===== config.mk =====
export PLATFORM = sky130hd
export DESIGN_NAME = utf8_to_utf16_bmp_decoder
export DESIGN_NICKNAME = d
export VERILOG_FILES = /design/src/rtl/core/utf8d_pkg.sv /design/src/rtl/core/utf8d_in_reg.sv /design/src/rtl/core/utf8d_dec.sv /design/src/rtl/core/utf8d_out_reg.sv /design/src/rtl/core/utf8_to_utf16_bmp_decoder.sv
export SDC_FILE = /design/constraint.sdc
export NUM_CORES = 1
export LEC_CHECK = 0
export ABC_CLOCK_PERIOD_IN_PS = 3500
export BUFFER_PORTS_ARGS = -buffer_cell sky130_fd_sc_hd__buf_2
export CAP_MARGIN = 20
export CORE_ASPECT_RATIO = 0.6
export CORE_MARGIN = 2
export CORE_UTILIZATION = 45
export CTS_CLUSTER_DIAMETER = 200
export DETAILED_ROUTE_END_ITERATION = 7
export PLACE_DENSITY = 0.66
export SLEW_MARGIN = 10
export SYNTH_ARGS = -nofsm -noshare
export SYNTH_HDL_FRONTEND = slang
export SYNTH_SLANG_ARGS = --single-unit

===== constraint.sdc =====
create_clock -name clk -period 3.5 [get_ports clk]
set_clock_uncertainty 0.05 [all_clocks]
set_input_delay 0.525 -clock clk [delete_from_list [all_inputs] [get_ports clk]]
set_output_delay 0.525 -clock clk [all_outputs]
set_load 0.1 [all_outputs]

===== src/rtl/core/utf8d_pkg.sv =====
// ----------------------------------------------------------------------------
// utf8d_pkg
// Shared types and byte constants for the UTF-8 to BMP code unit decoder.
// ----------------------------------------------------------------------------
package utf8d_pkg;

	typedef enum logic [2:0] {
		ST_OK       = 3'd0,
		ST_BAD_LEAD = 3'd1,
		ST_BAD_CONT = 3'd2,
		ST_OVERLONG = 3'd3,
		ST_TRUNC    = 3'd4
	} status_t;

	// One accepted input byte
	typedef struct packed {
		logic [7:0] data_byte;
		logic       end_of_text;
	} in_item_t;

	// One result code unit
	typedef struct packed {
		logic [15:0] code_unit;
		status_t     status;
		logic        last;
	} result_t;

	localparam logic [7:0] LEAD2_MIN   = 8'hC2;
	localparam logic [7:0] LEAD2_MAX   = 8'hDF;
	localparam logic [7:0] LEAD3_MIN   = 8'hE0;
	localparam logic [7:0] LEAD3_MAX   = 8'hEF;
	localparam logic [7:0] E0_MIN_CONT = 8'hA0;

	localparam logic [1:0] PEND_IDLE = 2'd0;
	localparam logic [1:0] PEND_ONE  = 2'd1;
	localparam logic [1:0] PEND_TWO  = 2'd2;

endpackage


===== src/rtl/core/utf8d_in_reg.sv =====
// ----------------------------------------------------------------------------
// utf8d_in_reg
// Input stage register: holds one byte until the decode step consumes it.
// ----------------------------------------------------------------------------
module utf8d_in_reg (
	input  logic                clk,
	input  logic                arst_n,
	input  logic                in_valid,
	output logic                in_ready,
	input  utf8d_pkg::in_item_t in_item,
	input  logic                take,
	output logic                v_s1,
	output utf8d_pkg::in_item_t item_s1
);
	import utf8d_pkg::*;

	// Free when empty, or when the held byte leaves this cycle
	assign in_ready = !v_s1 || take;

	always_ff @(posedge clk or negedge arst_n) begin
		if (!arst_n) begin
			v_s1 <= 1'b0;
		end else if (in_ready) begin
			v_s1 <= in_valid;
		end
	end

	always_ff @(posedge clk) begin
		if (in_valid && in_ready) begin
			item_s1 <= in_item;
		end
	end

endmodule


===== src/rtl/core/utf8d_dec.sv =====
// ----------------------------------------------------------------------------
// utf8d_dec
// Sequence state and single-byte decode: updates state, forms at most one result.
// ----------------------------------------------------------------------------
module utf8d_dec (
	input  logic                clk,
	input  logic                arst_n,
	input  logic                fire,
	input  utf8d_pkg::in_item_t item_s1,
	output logic                res_valid,
	output utf8d_pkg::result_t  res
);
	import utf8d_pkg::*;

	logic [1:0]  pend_q, pend_d;
	logic [11:0] part_q, part_d;
	logic        e0_q, e0_d;
	logic        emit;
	logic [7:0]  b;
	logic        eot;

	assign b   = item_s1.data_byte;
	assign eot = item_s1.end_of_text;

	always_comb begin
		emit          = 1'b0;
		res.code_unit = 16'h0000;
		res.status    = ST_OK;
		res.last      = eot;
		pend_d        = pend_q;
		part_d        = part_q;
		e0_d          = e0_q;

		if (pend_q == PEND_IDLE) begin
			if (!b[7]) begin
				emit          = 1'b1;
				res.code_unit = {8'h00, b};
			end else if (b inside {[LEAD2_MIN:LEAD2_MAX]}) begin
				pend_d = PEND_ONE;
				part_d = {7'd0, b[4:0]};
				e0_d   = 1'b0;
			end else if (b inside {[LEAD3_MIN:LEAD3_MAX]}) begin
				pend_d = PEND_TWO;
				part_d = {8'd0, b[3:0]};
				e0_d   = (b == LEAD3_MIN);
			end else begin
				emit       = 1'b1;
				res.status = ST_BAD_LEAD;
			end
		end else begin
			if (b[7:6] != 2'b10) begin
				emit       = 1'b1;
				res.status = ST_BAD_CONT;
			end else if ((pend_q == PEND_TWO) && e0_q && (b < E0_MIN_CONT)) begin
				emit       = 1'b1;
				res.status = ST_OVERLONG;
			end else if (pend_q == PEND_ONE) begin
				emit          = 1'b1;
				res.code_unit = {part_q[9:0], b[5:0]};
			end else begin
				pend_d = PEND_ONE;
				part_d = {part_q[5:0], b[5:0]};
				e0_d   = 1'b0;
			end
		end

		// End of text with a sequence still open: report truncation
		if (!emit && eot) begin
			emit       = 1'b1;
			res.status = ST_TRUNC;
		end

		// Any result closes the sequence
		if (emit) begin
			pend_d = PEND_IDLE;
			part_d = 12'd0;
			e0_d   = 1'b0;
		end
	end

	assign res_valid = fire && emit;

	always_ff @(posedge clk or negedge arst_n) begin
		if (!arst_n) begin
			pend_q <= PEND_IDLE;
			part_q <= 12'd0;
			e0_q   <= 1'b0;
		end else if (fire) begin
			pend_q <= pend_d;
			part_q <= part_d;
			e0_q   <= e0_d;
		end
	end

endmodule


===== src/rtl/core/utf8d_out_reg.sv =====
// ----------------------------------------------------------------------------
// utf8d_out_reg
// Result register: holds one code unit until the downstream side takes it.
// ----------------------------------------------------------------------------
module utf8d_out_reg (
	input  logic               clk,
	input  logic               arst_n,
	input  logic               res_valid,
	input  utf8d_pkg::result_t res,
	output logic               take,
	output logic               out_valid,
	input  logic               out_ready,
	output utf8d_pkg::result_t out_res
);
	import utf8d_pkg::*;

	// Register can load when empty or when its content is transferred now
	assign take = !out_valid || out_ready;

	always_ff @(posedge clk or negedge arst_n) begin
		if (!arst_n) begin
			out_valid <= 1'b0;
		end else if (take) begin
			out_valid <= res_valid;
		end
	end

	always_ff @(posedge clk) begin
		if (take && res_valid) begin
			out_res <= res;
		end
	end

endmodule


===== src/rtl/core/utf8_to_utf16_bmp_decoder.sv =====
// ----------------------------------------------------------------------------
// utf8_to_utf16_bmp_decoder
// Streams UTF-8 bytes in, 16-bit BMP code units out, one status per result.
// ----------------------------------------------------------------------------
//
//  channel  | dir | payload                                  | handshake
//  ---------+-----+------------------------------------------+----------------
//  s_axis   | in  | tdata[7:0] data_byte, tlast end_of_text  | tvalid/tready
//  m_axis   | out | tdata[15:0] code_unit, tuser[2:0] status, | tvalid/tready
//           |     | tlast last                               |
//
//  One byte per cycle sustained while m_axis does not stall: a byte is
//  held in the input register, is decoded against the sequence state and
//  lands in the result register, which drives m_axis. Bytes that open or
//  extend a sequence produce no result unless they carry end_of_text.
//  arst_n clears both valid flags and returns the sequence state to idle.
//  A stall on m_axis holds the result register; the input register keeps
//  one more byte, after which s_axis_tready drops.
//
module utf8_to_utf16_bmp_decoder (
	input  logic        clk,
	input  logic        arst_n,
	input  logic        s_axis_tvalid,
	output logic        s_axis_tready,
	input  logic [7:0]  s_axis_tdata,  // [7:0] data_byte
	input  logic        s_axis_tlast,
	output logic        m_axis_tvalid,
	input  logic        m_axis_tready,
	output logic [15:0] m_axis_tdata,  // [15:0] code_unit
	output logic [2:0]  m_axis_tuser,  // [2:0] status
	output logic        m_axis_tlast
);
	import utf8d_pkg::*;

	in_item_t in_item;
	in_item_t item_s1;
	logic     v_s1;
	logic     take;
	logic     fire;
	logic     res_valid;
	result_t  res;
	result_t  out_res;

	assign in_item.data_byte   = s_axis_tdata;
	assign in_item.end_of_text = s_axis_tlast;

	utf8d_in_reg u_in_reg (
		.clk      (clk),
		.arst_n   (arst_n),
		.in_valid (s_axis_tvalid),
		.in_ready (s_axis_tready),
		.in_item  (in_item),
		.take     (take),
		.v_s1     (v_s1),
		.item_s1  (item_s1)
	);

	// Decode the held byte whenever the result register can take its outcome
	assign fire = v_s1 && take;

	utf8d_dec u_dec (
		.clk       (clk),
		.arst_n    (arst_n),
		.fire      (fire),
		.item_s1   (item_s1),
		.res_valid (res_valid),
		.res       (res)
	);

	utf8d_out_reg u_out_reg (
		.clk       (clk),
		.arst_n    (arst_n),
		.res_valid (res_valid),
		.res       (res),
		.take      (take),
		.out_valid (m_axis_tvalid),
		.out_ready (m_axis_tready),
		.out_res   (out_res)
	);

	assign m_axis_tdata = out_res.code_unit;
	assign m_axis_tuser = out_res.status;
	assign m_axis_tlast = out_res.last;

endmodule


==> results.toml, run 1 <==
[routing]
routed_via_density = 5.39
drc = 0
wl_um = 3310
drtIter0Drc = 126
routedWlPerCell_um = 16.0
antenna_left = 0
first_pass_iters = 4
vias = 1115

[timing]
period_needed_ns = 2.38
finalCritPeriodShare_pct = 68.0
finalSetupViolations = 0
final_max_slew_viol_count = 0
whs_ns = 0.0705
worst-slew-pin-transition_ns = 0.603
tns_ns = 0
max_freq_ghz = 0.420
maxSlewHeadroom_pct = 59.8
rsz0062_at_grt = "no"
hold_viol = 0

[clock_network]
cts_tree = "done"
cts.clk_slew.worst_paths_ns = 0.08
post_cts_buffers = 0
clock_path_buffers = 2
cts_made_buffers = 5
cts_hold_buf = 0
clk_latency_ns = 0.30
cts-root-buf = "clkbuf_8"
cts_resized = 0
clock-sinks = 44
h-tree-depth = 2

[synthesis]
synth_area_leader_cell = "edfxtp_1"
synth_warnings = 0
ys_seq_area_share_pct = 71.0
yosysTopAreaCellShare_pct = 49.6
synth_most_common_cell = "edfxtp_1"
synth_area_um2 = 1750
synthTopCellsByArea = "edfxtp_1, dfrtp_1, and2_1"
async_flop_share_pct = 34.1
ys_ff_latch = 44
syn-num-nets = 133
synth_cell_types = 33
ys.flop_type = "edfxtp_1"
yosys-top-cells-count = "edfxtp_1, and2_1, dfrtp_1"
synth_edf_count = 29
syn_avg_cell_area_um2 = 14.6
synthCells = 120

[floorplanning]
die_h_um = 52.4
initial_core_util_pct = 47.4
dieWidth_um = 84.6
ios = 35
core_area_um2 = 3700
dieArea_um2 = 4430
fp-row-count = 17

[final_layout]
area_growth_pct = 17.9
layoutNonFillerInstCount = 207
nets = 172
nFillCells = 314
insertedDiodeCount = 0
drive_gt1_share_pct = 33.1

[critical_path]
cp.required_ns = 3.44
crit_family = "compound AO/OA/AOI/OAI gates"
cpMaxStageDelayCell = "dfrtp_1"
path_depth = 5
crit_fanout = 16
cpPeakStageDelay_ns = 0.48
cp-endpoint = "u_out_reg.out_res[2]"
end_kind = "flip-flop"
crit_path_start_kind = "flip-flop"
worst-path-buf-inv = 1
r2r_slack_ns = 1.12
crit_path_start = "u_dec.pend_q[0]"
worstSetupPathType = "reg2reg"
path_cells = "or3b_4 -> a32o_2 -> a21o_4 -> a21oi_2 -> buf_4"
critPathArrivalTime_ns = 2.32
ff2ff_path_depth = 5
rr_startpoint = "u_dec.pend_q[0]"
reg2reg_to = "u_out_reg.out_res[2]"

[pwr]
power.leakage_nw = 0.867
internal_power_mw = 0.808
p_clk_share_pct = 26.2
peakVddDrop_mv = 0.304
p_sw_mw = 0.440
sequentialPowerShare_pct = 50.2
p_total_mw = 1.25
power_frac_comb_pct = 23.5
p_sw_share_pct = 35.2
power_density_nw_per_um2 = 603

[grt]
gr-usage-met2_pct = 24.4
met3_usage_pct = 7.72
grt_pass1_vias = 1033
grt_start_max_net_pins = 17
grt_use_met1_pct = 20.8
grt_pass1_wl_um = 5230
grt_usage_pct = 16.7
grt_overflow_total = 0
antenna_found_initial = 0
gr-max-usage-layer = "met2"

[worst_hold_path]
hold_path.class = "in2async"

[job]
timing.max_cap.violations = 0

[placement]
place_inst = 199
routabilityCongestion = 0.849
port_buffers = 34
hpwl_um = 2350

[status]
status = "completed"
-- cells in the final DEF (no fill, tap or decap), drive strengths merged, types with 2 or more instances in the layout --
master,n
buf,35
nor2b,3
nor4,2
a32o,6
inv,3
nand2b,2
o21ai,3
and2,17
edfxtp,29
a22o,5
a21oi,4
dfrtp,15
nand2,6
clkbuf,6
clkinv,2
nor2,6
nor3b,2
-- cell type report --
class / count / area (um^2) / share of cell area (%)
repair buffers: 35 / 178 / 8.59
clock buffers: 6 / 82.6 / 3.99
well taps: 47 / 58.8 / 2.84
inverters: 3 / 11.3 / 0.544
multi-input cells: 70 / 482 / 23.3
clock inverters: 2 / 10.0 / 0.484
flip-flops and latches: 44 / 1250 / 60.3
-- kinds of logic after synthesis --
| kind of cell | synth area share [%] |
|---|---|
| AO/OA/AOI/OAI | 11.2 |
| buffers and inverters | 1.71 |
| AND/OR/NAND/NOR | 16.0 |
| flip-flops | 71.0 |
-- state kept, by name, summed over array words and instances (netlist names) --
signal	flops
u_in_reg.v_s1	1
u_out_reg.out_valid	1
u_in_reg.item_s1	9
u_dec.part_q	10
u_dec.pend_q	2
u_dec.e0_q	1
u_out_reg.out_res	20
-- worst reg2reg max path, stage by stage (launching register included) --
cell and delay [ns]:
dfrtp_1 0.48, or3b_4 0.44, a32o_2 0.29, a21o_4 0.22
a21oi_2 0.29, buf_4 0.30
-- metrics by stage --
step                worst slack (ns)  util [%]  instance area, um^2
floorplan                      0.540         -                 1750
global placement                1.22      53.4                 1980
detailed placement              1.13      53.4                 1980
CTS                             1.12      55.9                 2070
global route                    1.01      55.9                 2070
finish                          1.12      55.9                 2070
-- per-layer routing --
layer,up-vias,part of all wire [%]
li1,525,-
met1,543,45
met2,40,44
met3,7,8.7
met4,0,2.3
met5,-,0
-- worst min-delay path by stage --
stage,start,end,slack [ns],cells past startpoint
detailed placement,arst_n,u_dec.part_q[5],0.41,1
floorplan,arst_n,u_dec.e0_q,0.18,0
CTS,arst_n,u_dec.part_q[6],0.07,1
finish,arst_n,u_dec.part_q[3],0.07,1
global placement,arst_n,u_dec.part_q[5],0.40,1
global route,arst_n,u_dec.part_q[3],0.09,1
-- power groups by stage --
stage	combinational [mW]	sequential, mW	clock [mW]
floorplan	0.0701	0.808	0
global route	0.307	0.631	0.357
detailed placement	0.295	0.637	0
global placement	0.292	0.636	0
finish	0.294	0.627	0.327
CTS	0.295	0.626	0.334
Note: power is estimated with default switching activity, not from simulation.
==> run 2, diff against run 1 <==
- ABC_CLOCK_PERIOD_IN_PS: 3500 -> 2400
- clock period: 3.5 -> 2.4 ns (I/O delays scaled with it)
==> results.toml, run 2 (same netlist as run 1, synthesis figures left out) <==
[status]
status = "completed"

[final_layout]
final_common_cell = "buf_2"
regMostFlops = "u_out_reg.out_res"
nets = 175
layout_common_cells = "buf_2, edfxtp_1, and2_1"
drive_gt1_share_pct = 33.7
layoutNonFillerInstCount = 210
insertedDiodeCount = 0
largest_register_ffs = 20
nFillCells = 327
reg_top3 = "u_out_reg.out_res x20, u_dec.part_q x10, u_in_reg.item_s1 x9"
area_growth_pct = 19.5
seq_area_um2 = 1250
multi_input_area_um2 = 492
final_util_pct = 56.6

[timing]
tns_ns = 0
finalCritPeriodShare_pct = 88.8
setup_slack_ns = 0.269
final_max_slew_viol_count = 0
whs_ns = 0.180
hold_viol = 0
max_freq_ghz = 0.469
period_needed_ns = 2.13
worst-slew-pin-transition_ns = 0.538
finalSetupViolations = 0
maxSlewHeadroom_pct = 64.0
rsz0062_at_grt = "no"

[critical_path]
crit_fanout = 11
cpPeakStageDelay_ns = 0.48
crit_path_start_kind = "flip-flop"
worstSetupPathType = "reg2reg"
rr_startpoint = "u_dec.pend_q[0]"
cpMaxStageDelayCell = "dfrtp_1"
critPathArrivalTime_ns = 2.09
path_cells = "or3b_4 -> a32o_2 -> a21o_4 -> a21oi_4 -> buf_4"
end_kind = "flip-flop"
cp.required_ns = 2.36
worst-path-buf-inv = 1
crit_family = "compound AO/OA/AOI/OAI gates"
crit_path_start = "u_dec.pend_q[0]"

[clock_network]
h-tree-depth = 2
post_cts_buffers = 0
cts_tree = "done"
cts_hold_buf = 1
clk_latency_ns = 0.30
cts.clk_slew.worst_paths_ns = 0.08
cts_resized = 0
clock_path_buffers = 2
cts_made_buffers = 5
clock-sinks = 44
cts-root-buf = "clkbuf_8"

[placement]
routabilityCongestion = 0.823
hpwl_um = 2320
port_buffers = 34
place_ws_ns = 0.278
place_inst = 201

[routing]
routedWlPerCell_um = 15.5
antenna_left = 0
drc = 0
wl_um = 3250
first_pass_iters = 5
routed_via_density = 5.33
vias = 1120
drtIter0Drc = 86

[floorplanning]
die_h_um = 52.4
dieWidth_um = 84.6
core_area_um2 = 3700
initial_core_util_pct = 47.4
fp-row-count = 17
ios = 35
dieArea_um2 = 4430

[pwr]
power_density_nw_per_um2 = 860
peakVddDrop_mv = 0.385
power.leakage_nw = 0.870

[grt]
grt_overflow_total = 0
grt_start_max_net_pins = 16
met3_usage_pct = 6.93
gr-usage-met2_pct = 25.1
grt_usage_pct = 16.8
grt_pass1_wl_um = 5350
grt_use_met1_pct = 22.3
gr-max-usage-layer = "met2"
antenna_found_initial = 0
grt_pass1_vias = 1069

[worst_hold_path]
hold_path.class = "in2reg"
hold_path_startpoint = "s_axis_tlast"

[job]
timing.max_cap.violations = 0
run 2: final cells by class:
type                       instances  area share [%]
tap                               47            2.81
inverter                           3           0.537
clock buffer                       6            3.46
timing repair buffer              38            9.67
multi-input combinational         70            23.5
clock inverter                     2           0.537
sequential                        44            59.5
run 2: path summary, 6_finish.rpt:
path,cells past startpoint,slack [ns],to
hold / removal,1,0.18,u_in_reg.item_s1[0]
max in group asynchronous,2,1.56,u_out_reg.out_valid
setup / recovery,5,0.27,u_out_reg.out_res[17]
min in group asynchronous,2,0.45,u_dec.part_q[8]
setup reg to reg,5,0.27,u_out_reg.out_res[17]
hold reg to reg,2,0.44,u_dec.part_q[4]
run 2: layer usage:
layer	share of wire, %	vias up	wire length [um]
met5	0	-	0
met2	44	33	1440
met1	46	545	1490
li1	-	536	-
met3	8.4	6	272
met4	1.4	0	44
run 2: per-stage QoR:
step	power (mW)	instance area (um^2)
after floorplan	1.29	1770
after CTS	1.82	2100
final	1.80	2100
after detailed placement	1.37	2000
after global placement	1.36	2000
after global routing	1.88	2100
run 2: worst reg2reg max path: cells and delay by family (launching register included):
kind | cells | cell delay, ns
compound gates | 3 | 0.65
simple gates | 1 | 0.44
buf+inv | 1 | 0.21
flops | 1 | 0.48
run 2: report_power, final:
part | internal (mW) | switching [mW]
combinational | 0.0782 | 0.360
sequential | 0.878 | 0.0346
clock | 0.202 | 0.250
total | 1.16 | 0.645
